### src/hdl/sac_pkg.sv
// Shared constants, request kind codes and controller/datapath interface types.
package sac_pkg;

  // Defaults for the top-level parameters.
  localparam int MAX_REQUESTS = 16;
  localparam int SIZE_BITS    = 16;

  // Fixed widths of the payload ports.
  localparam int KIND_W  = 2;
  localparam int FIELD_W = 16;

  // Percentages are taken out of this base.
  localparam int PCT_BASE = 100;

  // Floor division by PCT_BASE for any dividend below 2**32: multiply by the
  // reciprocal scaled by 2**PCT_SHIFT and rounded up, then drop PCT_SHIFT bits.
  localparam int          PCT_RECIP_W = 32;
  localparam logic [31:0] PCT_RECIP   = 32'h51EB851F;
  localparam int          PCT_SHIFT   = 37;

  // Request kind codes as stored; a set high bit always means wildcard.
  localparam logic [KIND_W-1:0] KIND_FIXED = 2'd0;
  localparam logic [KIND_W-1:0] KIND_PCT   = 2'd1;
  localparam logic [KIND_W-1:0] KIND_WILD  = 2'd2;

  // Commands from the controller to the datapath.
  typedef struct packed {
    logic store;      // take the offered transaction into the set
    logic clear_set;  // drop the set bookkeeping for the next set
    logic start_pct;  // set up the percentage pass
    logic start_wild; // set up the wildcard pass
    logic start_out;  // set up the result pass
    logic rd_en;      // read the stored request at the current index
    logic idx_inc;    // advance the index
    logic pct_div;    // start amount * rest / base
    logic wild_div;   // start remaining / wildcards left
    logic pct_done;   // commit a percentage grant
    logic wild_done;  // commit a wildcard share
    logic wild_last;  // give the rest to the final wildcard
    logic err_sel;    // present the error result
  } sac_cmd_t;

  // Status from the datapath to the controller.
  typedef struct packed {
    logic              at_end;
    logic              out_last;
    logic              fixed_over;
    logic              alloc_over;
    logic              wild_multi;
    logic              div_done;
    logic [KIND_W-1:0] rd_kind;
  } sac_status_t;

endpackage

### src/hdl/sac_div.sv
// Bit-serial restoring divider, one quotient bit per cycle.
module sac_div #(
  parameter int DW = 32,
  parameter int VW = 7
) (
  input  logic          clk_i,
  input  logic          rst_ni,
  input  logic          start_i,
  input  logic [DW-1:0] dividend_i,
  input  logic [VW-1:0] divisor_i,
  output logic          done_o,
  output logic [DW-1:0] quot_o
);

  localparam int CW = $clog2(DW);

  logic          busy_q, busy_d;
  logic [CW-1:0] cnt_q, cnt_d;
  logic [DW-1:0] quo_q, quo_d;
  logic [VW-1:0] rem_q, rem_d;
  logic [VW-1:0] dsr_q, dsr_d;
  logic [VW:0]   trial;
  logic          fits;

  // One shift, compare and subtract step.
  assign trial = {rem_q, quo_q[DW-1]};
  assign fits  = trial >= {1'b0, dsr_q};

  always_comb begin
    busy_d = busy_q;
    cnt_d  = cnt_q;
    quo_d  = quo_q;
    rem_d  = rem_q;
    dsr_d  = dsr_q;
    if (start_i) begin
      busy_d = 1'b1;
      cnt_d  = '0;
      quo_d  = dividend_i;
      rem_d  = '0;
      dsr_d  = divisor_i;
    end else if (busy_q) begin
      rem_d = fits ? VW'(trial - {1'b0, dsr_q}) : VW'(trial);
      quo_d = {quo_q[DW-2:0], fits};
      cnt_d = cnt_q + CW'(1);
      if (cnt_q == CW'(DW - 1)) begin
        busy_d = 1'b0;
      end
    end
  end

  always_ff @(posedge clk_i or negedge rst_ni) begin
    if (!rst_ni) begin
      busy_q <= 1'b0;
      cnt_q  <= '0;
    end else begin
      busy_q <= busy_d;
      cnt_q  <= cnt_d;
    end
  end

  always_ff @(posedge clk_i) begin
    quo_q <= quo_d;
    rem_q <= rem_d;
    dsr_q <= dsr_d;
  end

  assign done_o = !busy_q;
  assign quot_o = quo_q;

endmodule

### src/hdl/sac_datapath.sv
// Request store, set bookkeeping and grant arithmetic.
module sac_datapath #(
  parameter int MAX_REQUESTS = sac_pkg::MAX_REQUESTS,
  parameter int SIZE_BITS    = sac_pkg::SIZE_BITS
) (
  input  logic                       clk_i,
  input  logic                       rst_ni,
  input  sac_pkg::sac_cmd_t          cmd_i,
  output sac_pkg::sac_status_t       status_o,
  input  logic [sac_pkg::KIND_W-1:0] kind_i,
  input  logic [sac_pkg::FIELD_W-1:0] amount_i,
  input  logic [sac_pkg::FIELD_W-1:0] total_i,
  output logic [sac_pkg::FIELD_W-1:0] allocation_o
);

  localparam int S    = SIZE_BITS;
  localparam int KW   = sac_pkg::KIND_W;
  localparam int FW   = sac_pkg::FIELD_W;
  localparam int CntW = $clog2(MAX_REQUESTS + 1);
  localparam int AW   = (MAX_REQUESTS > 1) ? $clog2(MAX_REQUESTS) : 1;
  localparam int FsW  = S + CntW;
  localparam int EW   = (S < FW) ? S : FW;
  localparam int PW   = 2 * EW;
  localparam int RW   = sac_pkg::PCT_RECIP_W;
  localparam int MW   = 2 * RW;
  localparam int QW   = MW - sac_pkg::PCT_SHIFT;
  localparam int AlW  = 2 * S + CntW + 1;
  localparam int VW   = CntW;
  localparam int WW   = KW + S;

  logic [WW-1:0]   mem [MAX_REQUESTS];
  logic [WW-1:0]   rd_q;
  logic [CntW-1:0] count_q, count_d;
  logic [CntW-1:0] wild_q, wild_d;
  logic [CntW-1:0] wleft_q, wleft_d;
  logic [CntW-1:0] idx_q, idx_d;
  logic [S-1:0]    total_q, total_d;
  logic [FsW-1:0]  fixed_q, fixed_d;
  logic [S-1:0]    rest_q, rest_d;
  logic [AlW-1:0]  alloc_q, alloc_d;
  logic [S-1:0]    remain_q, remain_d;
  logic [PW-1:0]   prod_q, prod_d;
  logic [MW-1:0]   scaled_q, scaled_d;
  logic            pct_busy_q;

  logic [KW-1:0]   kind_n;
  logic [S-1:0]    amt_s;
  logic [S-1:0]    tot_s;
  logic            has_room;
  logic [KW-1:0]   rd_kind;
  logic [S-1:0]    rd_amt;
  logic            we;
  logic [AW-1:0]   waddr;
  logic [WW-1:0]   wdata;
  logic [QW-1:0]   pct_quot;
  logic [VW-1:0]   div_divisor;
  logic            div_done;
  logic [S-1:0]    quot;

  // Incoming fields brought to the internal size; kind three counts as wildcard.
  assign kind_n   = kind_i[1] ? sac_pkg::KIND_WILD : kind_i;
  assign amt_s    = S'(amount_i);
  assign tot_s    = S'(total_i);
  assign has_room = count_q < CntW'(MAX_REQUESTS);
  assign rd_kind  = rd_q[WW-1:S];
  assign rd_amt   = rd_q[S-1:0];

  // Percentage grant: amount * rest is registered, then the reciprocal multiply.
  assign prod_d   = PW'(rd_amt[EW-1:0]) * PW'(rest_q[EW-1:0]);
  assign scaled_d = MW'(RW'(prod_q)) * MW'(sac_pkg::PCT_RECIP);
  assign pct_quot = scaled_q[MW-1:sac_pkg::PCT_SHIFT];

  always_ff @(posedge clk_i) begin
    prod_q   <= prod_d;
    scaled_q <= scaled_d;
  end

  // Serial divider for wildcard shares.
  assign div_divisor = wleft_q;

  sac_div #(
    .DW(S),
    .VW(VW)
  ) u_div (
    .clk_i     (clk_i),
    .rst_ni    (rst_ni),
    .start_i   (cmd_i.wild_div),
    .dividend_i(remain_q),
    .divisor_i (div_divisor),
    .done_o    (div_done),
    .quot_o    (quot)
  );

  // Single write port: loading writes at the fill position, passes write back grants.
  always_comb begin
    we    = 1'b0;
    waddr = idx_q[AW-1:0];
    wdata = {rd_kind, rd_amt};
    if (cmd_i.store && has_room) begin
      we    = 1'b1;
      waddr = count_q[AW-1:0];
      wdata = {kind_n, amt_s};
    end else if (cmd_i.pct_done) begin
      we    = 1'b1;
      wdata = {rd_kind, S'(pct_quot)};
    end else if (cmd_i.wild_done) begin
      we    = 1'b1;
      wdata = {rd_kind, quot};
    end else if (cmd_i.wild_last) begin
      we    = 1'b1;
      wdata = {rd_kind, remain_q};
    end
  end

  always_ff @(posedge clk_i) begin
    if (we) begin
      mem[waddr] <= wdata;
    end
    if (cmd_i.rd_en) begin
      rd_q <= mem[idx_q[AW-1:0]];
    end
  end

  // Set bookkeeping and pass registers.
  always_comb begin
    count_d  = count_q;
    wild_d   = wild_q;
    wleft_d  = wleft_q;
    idx_d    = idx_q;
    total_d  = total_q;
    fixed_d  = fixed_q;
    rest_d   = rest_q;
    alloc_d  = alloc_q;
    remain_d = remain_q;
    if (cmd_i.store && has_room) begin
      if (count_q == '0) begin
        total_d = tot_s;
      end
      if (kind_n == sac_pkg::KIND_FIXED) begin
        fixed_d = fixed_q + FsW'(amt_s);
      end else if (kind_n == sac_pkg::KIND_WILD) begin
        wild_d = wild_q + CntW'(1);
      end
      count_d = count_q + CntW'(1);
    end
    if (cmd_i.start_pct) begin
      rest_d  = total_q - fixed_q[S-1:0];
      alloc_d = AlW'(fixed_q);
      idx_d   = '0;
    end
    if (cmd_i.start_wild) begin
      remain_d = total_q - alloc_q[S-1:0];
      wleft_d  = wild_q;
      idx_d    = '0;
    end
    if (cmd_i.start_out) begin
      idx_d = '0;
    end
    if (cmd_i.pct_done) begin
      alloc_d = alloc_q + AlW'(pct_quot);
    end
    if (cmd_i.wild_done) begin
      remain_d = remain_q - quot;
      wleft_d  = wleft_q - CntW'(1);
    end
    if (cmd_i.wild_last) begin
      remain_d = '0;
    end
    if (cmd_i.idx_inc) begin
      idx_d = idx_q + CntW'(1);
    end
    if (cmd_i.clear_set) begin
      count_d = '0;
      wild_d  = '0;
      total_d = '0;
      fixed_d = '0;
    end
  end

  always_ff @(posedge clk_i or negedge rst_ni) begin
    if (!rst_ni) begin
      count_q    <= '0;
      wild_q     <= '0;
      wleft_q    <= '0;
      idx_q      <= '0;
      total_q    <= '0;
      fixed_q    <= '0;
      rest_q     <= '0;
      alloc_q    <= '0;
      remain_q   <= '0;
      pct_busy_q <= 1'b0;
    end else begin
      count_q    <= count_d;
      wild_q     <= wild_d;
      wleft_q    <= wleft_d;
      idx_q      <= idx_d;
      total_q    <= total_d;
      fixed_q    <= fixed_d;
      rest_q     <= rest_d;
      alloc_q    <= alloc_d;
      remain_q   <= remain_d;
      pct_busy_q <= cmd_i.pct_div;
    end
  end

  // Status back to the controller.
  assign status_o.at_end     = idx_q == count_q;
  assign status_o.out_last   = (idx_q + CntW'(1)) == count_q;
  assign status_o.fixed_over = fixed_q > FsW'(total_q);
  assign status_o.alloc_over = alloc_q > AlW'(total_q);
  assign status_o.wild_multi = wleft_q > CntW'(1);
  assign status_o.div_done   = div_done && !pct_busy_q;
  assign status_o.rd_kind    = rd_kind;

  assign allocation_o = cmd_i.err_sel ? '0 : FW'(rd_amt);

endmodule

### src/hdl/sac_ctrl.sv
// Sequencer for loading a set, the two grant passes and result delivery.
module sac_ctrl (
  input  logic                 clk_i,
  input  logic                 rst_ni,
  input  logic                 in_valid_i,
  output logic                 in_ready_o,
  input  logic                 last_request_i,
  output logic                 out_valid_o,
  input  logic                 out_ready_i,
  output logic                 over_allocated_o,
  output logic                 last_result_o,
  output sac_pkg::sac_cmd_t    cmd_o,
  input  sac_pkg::sac_status_t status_i
);

  localparam logic [3:0] ST_LOAD    = 4'd0;
  localparam logic [3:0] ST_CHECK   = 4'd1;
  localparam logic [3:0] ST_P1_RD   = 4'd2;
  localparam logic [3:0] ST_P1_EVAL = 4'd3;
  localparam logic [3:0] ST_P1_DIV  = 4'd4;
  localparam logic [3:0] ST_P1_CHK  = 4'd5;
  localparam logic [3:0] ST_P2_RD   = 4'd6;
  localparam logic [3:0] ST_P2_EVAL = 4'd7;
  localparam logic [3:0] ST_P2_DIV  = 4'd8;
  localparam logic [3:0] ST_OUT_RD  = 4'd9;
  localparam logic [3:0] ST_OUT     = 4'd10;
  localparam logic [3:0] ST_ERR     = 4'd11;

  logic [3:0] state_q, state_d;

  always_comb begin
    state_d          = state_q;
    cmd_o            = '0;
    in_ready_o       = 1'b0;
    out_valid_o      = 1'b0;
    over_allocated_o = 1'b0;
    last_result_o    = 1'b0;
    unique case (state_q)
      // Collect requests until the one marked last.
      ST_LOAD: begin
        in_ready_o  = 1'b1;
        cmd_o.store = in_valid_i;
        if (in_valid_i && last_request_i) begin
          state_d = ST_CHECK;
        end
      end
      ST_CHECK: begin
        if (status_i.fixed_over) begin
          state_d = ST_ERR;
        end else begin
          cmd_o.start_pct = 1'b1;
          state_d         = ST_P1_RD;
        end
      end
      // Percentage pass: grant each percentage request its share of the rest.
      ST_P1_RD: begin
        if (status_i.at_end) begin
          state_d = ST_P1_CHK;
        end else begin
          cmd_o.rd_en = 1'b1;
          state_d     = ST_P1_EVAL;
        end
      end
      ST_P1_EVAL: begin
        if (status_i.rd_kind == sac_pkg::KIND_PCT) begin
          cmd_o.pct_div = 1'b1;
          state_d       = ST_P1_DIV;
        end else begin
          cmd_o.idx_inc = 1'b1;
          state_d       = ST_P1_RD;
        end
      end
      ST_P1_DIV: begin
        if (status_i.div_done) begin
          cmd_o.pct_done = 1'b1;
          cmd_o.idx_inc  = 1'b1;
          state_d        = ST_P1_RD;
        end
      end
      ST_P1_CHK: begin
        if (status_i.alloc_over) begin
          state_d = ST_ERR;
        end else begin
          cmd_o.start_wild = 1'b1;
          state_d          = ST_P2_RD;
        end
      end
      // Wildcard pass: even shares in load order, the final one takes the rest.
      ST_P2_RD: begin
        if (status_i.at_end) begin
          cmd_o.start_out = 1'b1;
          state_d         = ST_OUT_RD;
        end else begin
          cmd_o.rd_en = 1'b1;
          state_d     = ST_P2_EVAL;
        end
      end
      ST_P2_EVAL: begin
        if (status_i.rd_kind == sac_pkg::KIND_WILD) begin
          if (status_i.wild_multi) begin
            cmd_o.wild_div = 1'b1;
            state_d        = ST_P2_DIV;
          end else begin
            cmd_o.wild_last = 1'b1;
            cmd_o.idx_inc   = 1'b1;
            state_d         = ST_P2_RD;
          end
        end else begin
          cmd_o.idx_inc = 1'b1;
          state_d       = ST_P2_RD;
        end
      end
      ST_P2_DIV: begin
        if (status_i.div_done) begin
          cmd_o.wild_done = 1'b1;
          cmd_o.idx_inc   = 1'b1;
          state_d         = ST_P2_RD;
        end
      end
      // Deliver one grant per stored request.
      ST_OUT_RD: begin
        cmd_o.rd_en = 1'b1;
        state_d     = ST_OUT;
      end
      ST_OUT: begin
        out_valid_o   = 1'b1;
        last_result_o = status_i.out_last;
        if (out_ready_i) begin
          if (status_i.out_last) begin
            cmd_o.clear_set = 1'b1;
            state_d         = ST_LOAD;
          end else begin
            cmd_o.idx_inc = 1'b1;
            state_d       = ST_OUT_RD;
          end
        end
      end
      // Single error transaction for an overrun set.
      ST_ERR: begin
        out_valid_o      = 1'b1;
        over_allocated_o = 1'b1;
        last_result_o    = 1'b1;
        cmd_o.err_sel    = 1'b1;
        if (out_ready_i) begin
          cmd_o.clear_set = 1'b1;
          state_d         = ST_LOAD;
        end
      end
      default: begin
        state_d = ST_LOAD;
      end
    endcase
  end

  always_ff @(posedge clk_i or negedge rst_ni) begin
    if (!rst_ni) begin
      state_q <= ST_LOAD;
    end else begin
      state_q <= state_d;
    end
  end

endmodule

### src/hdl/share_allocator_fixed_percent_wildcard.sv
// Share allocator top level: splits a total among fixed, percentage and wildcard requests.
// Requests load at one transaction per cycle; the set's last request starts the split.
// The check is followed by the percentage pass and then the wildcard pass over the stored
// requests; each percentage request and each wildcard but the final one waits for its share.
// Input is not taken while a set is being split or its results are delivered.
// Reset (asynchronous, active low) empties the current set; the request store is not cleared.
module share_allocator_fixed_percent_wildcard #(
  parameter int MAX_REQUESTS = sac_pkg::MAX_REQUESTS,
  parameter int SIZE_BITS    = sac_pkg::SIZE_BITS
) (
  input  logic                        clk_i,
  input  logic                        rst_ni,
  input  logic                        in_valid_i,
  output logic                        in_ready_o,
  input  logic [sac_pkg::KIND_W-1:0]  kind_i,
  input  logic [sac_pkg::FIELD_W-1:0] amount_i,
  input  logic [sac_pkg::FIELD_W-1:0] total_i,
  input  logic                        last_request_i,
  output logic                        out_valid_o,
  input  logic                        out_ready_i,
  output logic [sac_pkg::FIELD_W-1:0] allocation_o,
  output logic                        over_allocated_o,
  output logic                        last_result_o
);

  sac_pkg::sac_cmd_t    cmd;
  sac_pkg::sac_status_t status;

  // Sequencer.
  sac_ctrl u_ctrl (
    .clk_i           (clk_i),
    .rst_ni          (rst_ni),
    .in_valid_i      (in_valid_i),
    .in_ready_o      (in_ready_o),
    .last_request_i  (last_request_i),
    .out_valid_o     (out_valid_o),
    .out_ready_i     (out_ready_i),
    .over_allocated_o(over_allocated_o),
    .last_result_o   (last_result_o),
    .cmd_o           (cmd),
    .status_i        (status)
  );

  // Storage and arithmetic.
  sac_datapath #(
    .MAX_REQUESTS(MAX_REQUESTS),
    .SIZE_BITS   (SIZE_BITS)
  ) u_datapath (
    .clk_i       (clk_i),
    .rst_ni      (rst_ni),
    .cmd_i       (cmd),
    .status_o    (status),
    .kind_i      (kind_i),
    .amount_i    (amount_i),
    .total_i     (total_i),
    .allocation_o(allocation_o)
  );

endmodule
### config.mk
export PLATFORM = sky130hd
export DESIGN_NAME = share_allocator_fixed_percent_wildcard
export DESIGN_NICKNAME = d
export VERILOG_FILES = /design/src/hdl/sac_pkg.sv /design/src/hdl/sac_div.sv /design/src/hdl/sac_datapath.sv /design/src/hdl/sac_ctrl.sv /design/src/hdl/share_allocator_fixed_percent_wildcard.sv
export SDC_FILE = /design/constraint.sdc
export NUM_CORES = 2
export LEC_CHECK = 0
export ABC_AREA = 1
export ABC_CLOCK_PERIOD_IN_PS = 7800
export BUFFER_PORTS_ARGS = -buffer_cell sky130_fd_sc_hd__buf_2
export CAP_MARGIN = 20
export CORE_MARGIN = 1
export CORE_UTILIZATION = 60
export CTS_CLUSTER_DIAMETER = 120
export CTS_CLUSTER_SIZE = 10
export DETAILED_ROUTE_END_ITERATION = 12
export PLACE_DENSITY_LB_ADDON = 0.12
export SYNTH_ARGS = -nofsm -noshare
export SYNTH_HDL_FRONTEND = slang
export SYNTH_SLANG_ARGS = --single-unit
### constraint.sdc
create_clock -name clk_i -period 7.8 [get_ports clk_i]
set_input_delay 1.17 -clock clk_i [delete_from_list [all_inputs] [get_ports clk_i]]
set_output_delay 1.17 -clock clk_i [all_outputs]
set_load 0.02 [all_outputs]
==> results.json <==
{
  "netlist.area_leader.share_pct": 21.7,
  "vias": 44000,
  "wl_met3_um": 14400,
  "r2r-start": "u_datapath.prod_q[10]$_DFF_P_",
  "port-buffer-count": 58,
  "critical_path_peak_fanout": 10,
  "via_per_inst": 5.75,
  "ys_warn_count": 0,
  "synth_cells": 6410,
  "antenna_found_initial": 8,
  "path_class": "flip-flop to flip-flop",
  "highest_layer": "met5",
  "synth_top_cell_by_area": "fa_1",
  "finalSetupViolCount": 0,
  "io_pins": 59,
  "areaGrowthSynthToFinish_pct": 6.50,
  "synthTopCellsByArea": "fa_1, edfxtp_1, ha_1",
  "tns_ns": 0,
  "htreeDepth": 2,
  "ys_seq_area_share_pct": 26.7,
  "cts_tree": "built",
  "drv_slew": 0,
  "drive_above_1_share_pct": 3.91,
  "status": "finished clean",
  "arrival_ns": 7.43,
  "synthArstFlopShare_pct": 26.0,
  "rsz0062_at_grt": "false",
  "synth-edff-count": 327,
  "tightest_slew_ns": 1.16,
  "postCtsHoldBufs": 0,
  "antenna_left": 0,
  "fmax_mhz": 144,
  "ys_seq_elements": 527,
  "hold_viol_final": 0,
  "first_pass_iters": 6,
  "num_rows": 109,
  "yosys_most_used_dff": "edfxtp_1",
  "finalCritPeriodShare_pct": 88.9,
  "relSlewSlack_pct": 22.4,
  "yosysMostFrequentCell": "inv_1",
  "synth_area_um2": 54300,
  "min_path_type": "flip-flop to flip-flop",
  "cts_resized": 0,
  "dr_wl_met2_um": 78300,
  "die_y_um": 303,
  "grt_first_pass_wirelength_um": 259000,
  "post_drt_wl_per_cell_um": 22.4,
  "coreArea_um2": 88900,
  "cap_violations": 0,
  "start_util_pct": 61.0,
  "clock_sinks": 527,
  "hold-path-cell-count": 0,
  "timing.critical_path.to_type": "flip-flop",
  "insertion_delay_ns": 0.70,
  "grt_usage_pct": 38.0,
  "reg2reg_slack_ns": 0.87,
  "post-dp-hpwl_um": 137000,
  "cts_max_path_buffers": 3,
  "dieArea_um2": 91600,
  "clkSlewWorstSetupHoldPaths_ns": 0.06,
  "ctsRootBufferMaster": "clkbuf_16",
  "gp_congestion": 1.03,
  "min_period_ns": 6.93,
  "min_to": "u_datapath.u_div.dsr_q[1]$_DFFE_PP_",
  "grt_pass1_vias": 43700,
  "layout.nets": 7682,
  "min_from": "u_datapath.div_divisor[1]$_DFFE_PN0P_",
  "netlist_top_cells_count": "inv_1, nand2_1, ha_1, fa_1, nor2_1",
  "avgSynthCellArea_um2": 8.47,
  "drc_errors": 0,
  "drt_wl_total_um": 171000,
  "cts_inserted_buffers": 61,
  "worstPathRequired_ns": 8.29,
  "drt_iter0_drc": 4050,
  "syn-num-nets": 7666,
  "synth_cell_type_count": 51,
  "cts_setup_buffers": 0,
  "die_w_um": 303,
  "r2r_cells": 19,
  "skew_ns": 0.0813,
  "cp-start-kind": "flip-flop",
  "grt_overflow": 0,
  "routedLengthMet1_um": 71000,
  "grt_max_degree": 110,
  "reg2reg_to": "u_datapath.scaled_q[39]$_DFF_P_"
}
how the worst max path moves through the flow:
| stage | startpoint | to | slack, ns | cells past startpoint |
|---|---|---|---|---|
| global placement | u_datapath.prod_q[10]$_DFF_P_ | u_datapath.scaled_q[39]$_DFF_P_ | 1.02 | 17 |
| CTS | u_datapath.prod_q[11]$_DFF_P_ | u_datapath.scaled_q[39]$_DFF_P_ | 1.02 | 19 |
| finish | u_datapath.prod_q[10]$_DFF_P_ | u_datapath.scaled_q[39]$_DFF_P_ | 0.87 | 19 |
| floorplan | u_datapath.prod_q[4]$_DFF_P_ | u_datapath.scaled_q[52]$_DFF_P_ | 2.13 | 24 |
| global route | u_datapath.prod_q[11]$_DFF_P_ | u_datapath.scaled_q[39]$_DFF_P_ | 0.69 | 19 |
| detailed placement | u_datapath.prod_q[11]$_DFF_P_ | u_datapath.scaled_q[39]$_DFF_P_ | 1.07 | 17 |
placed cells by master, fill, tap and decap left out, types with 97 or more instances in the layout:
cell         n
o21ai_0    409
nand2_1   1216
inv_1     1350
nor2_1     531
fa_1       589
a21oi_1    287
o22ai_1     97
dfrtp_1    135
edfxtp_1   327
ha_1       628
nand3_1    248
per-layer routing:
metal	vias to the layer above	global-route usage [%]
met5	-	0
met2	1786	60.3
met4	4	15.0
met1	21500	51.9
met3	323	6.52
li1	20400	-
through the flow:
step	utilization, %	setup slack, ns	instance area [µm²]	hold slack [ns]	std cells
after detailed placement	62.8	1.07	55900	0.439	7526
after global routing	65.0	0.690	57800	0.475	7645
after global placement	62.8	1.02	55900	0.433	7525
after CTS	64.9	1.02	57700	0.458	7641
final	65.0	0.867	57800	0.457	7648
after floorplan	-	2.13	54300	0.417	6410
cells by family after synthesis:
kind of cell	after synthesis	synth area share [%]
flip-flops	527	26.7
XOR/XNOR	74	1.19
buffers and inverters	1529	10.7
adder cells (fa/ha/maj)	1217	36.2
AO/OA/AOI/OAI	890	8.89
AND/OR/NAND/NOR	2172	16.3
multiplexers	1	0.0184
state kept, by name, summed over array words and instances (netlist names):
name,count
u_datapath.mem,288
u_datapath.alloc_q,38
u_datapath.prod_q,32
u_datapath.scaled_q,26
u_datapath.fixed_q,21
u_datapath.rd_q,18
u_datapath.remain_q,16
u_datapath.rest_q,16
u_datapath.total_q,16
u_datapath.u_div.quot_o,16
u_datapath.count_q,5
u_datapath.div_divisor,5
u_datapath.idx_q,5
u_datapath.u_div.dsr_q,5
u_datapath.u_div.rem_q,5
u_datapath.wild_q,5
u_ctrl.state_q,4
u_datapath.u_div.cnt_q,4
u_datapath.pct_busy_q,1
u_datapath.u_div.busy_q,1
worst max-delay path, stage by stage (launching register included):
cell and delay [ns]:
dfxtp_1 0.82, ha_1 0.42, fa_1 0.52, fa_1 0.51
fa_1 0.57, fa_1 0.44, fa_1 0.46, fa_1 0.49
inv_1 0.05, fa_1 0.55, inv_1 0.07, ha_1 0.32
nand2_1 0.11, nor2_1 0.18, inv_1 0.10, nor2_1 0.19
inv_1 0.07, o21ai_0 0.35, a21oi_1 0.15, xnor2_1 0.39
cell type report:
class / instances / area, µm²
Multi-Input combinational cell: 4354 / 34000
Fill cell: 7560 / 31100
Sequential cell: 527 / 14500
Inverter: 1359 / 5100
Clock buffer: 107 / 1720
Tap cell: 1165 / 1460
Timing Repair Buffer: 123 / 808
Clock inverter: 8 / 141
Antenna cell: 5 / 12.5
Power is left out: the tool's default activity adds up to more than one toggle a clock period on the data nets, which glitch-free logic cannot reach.
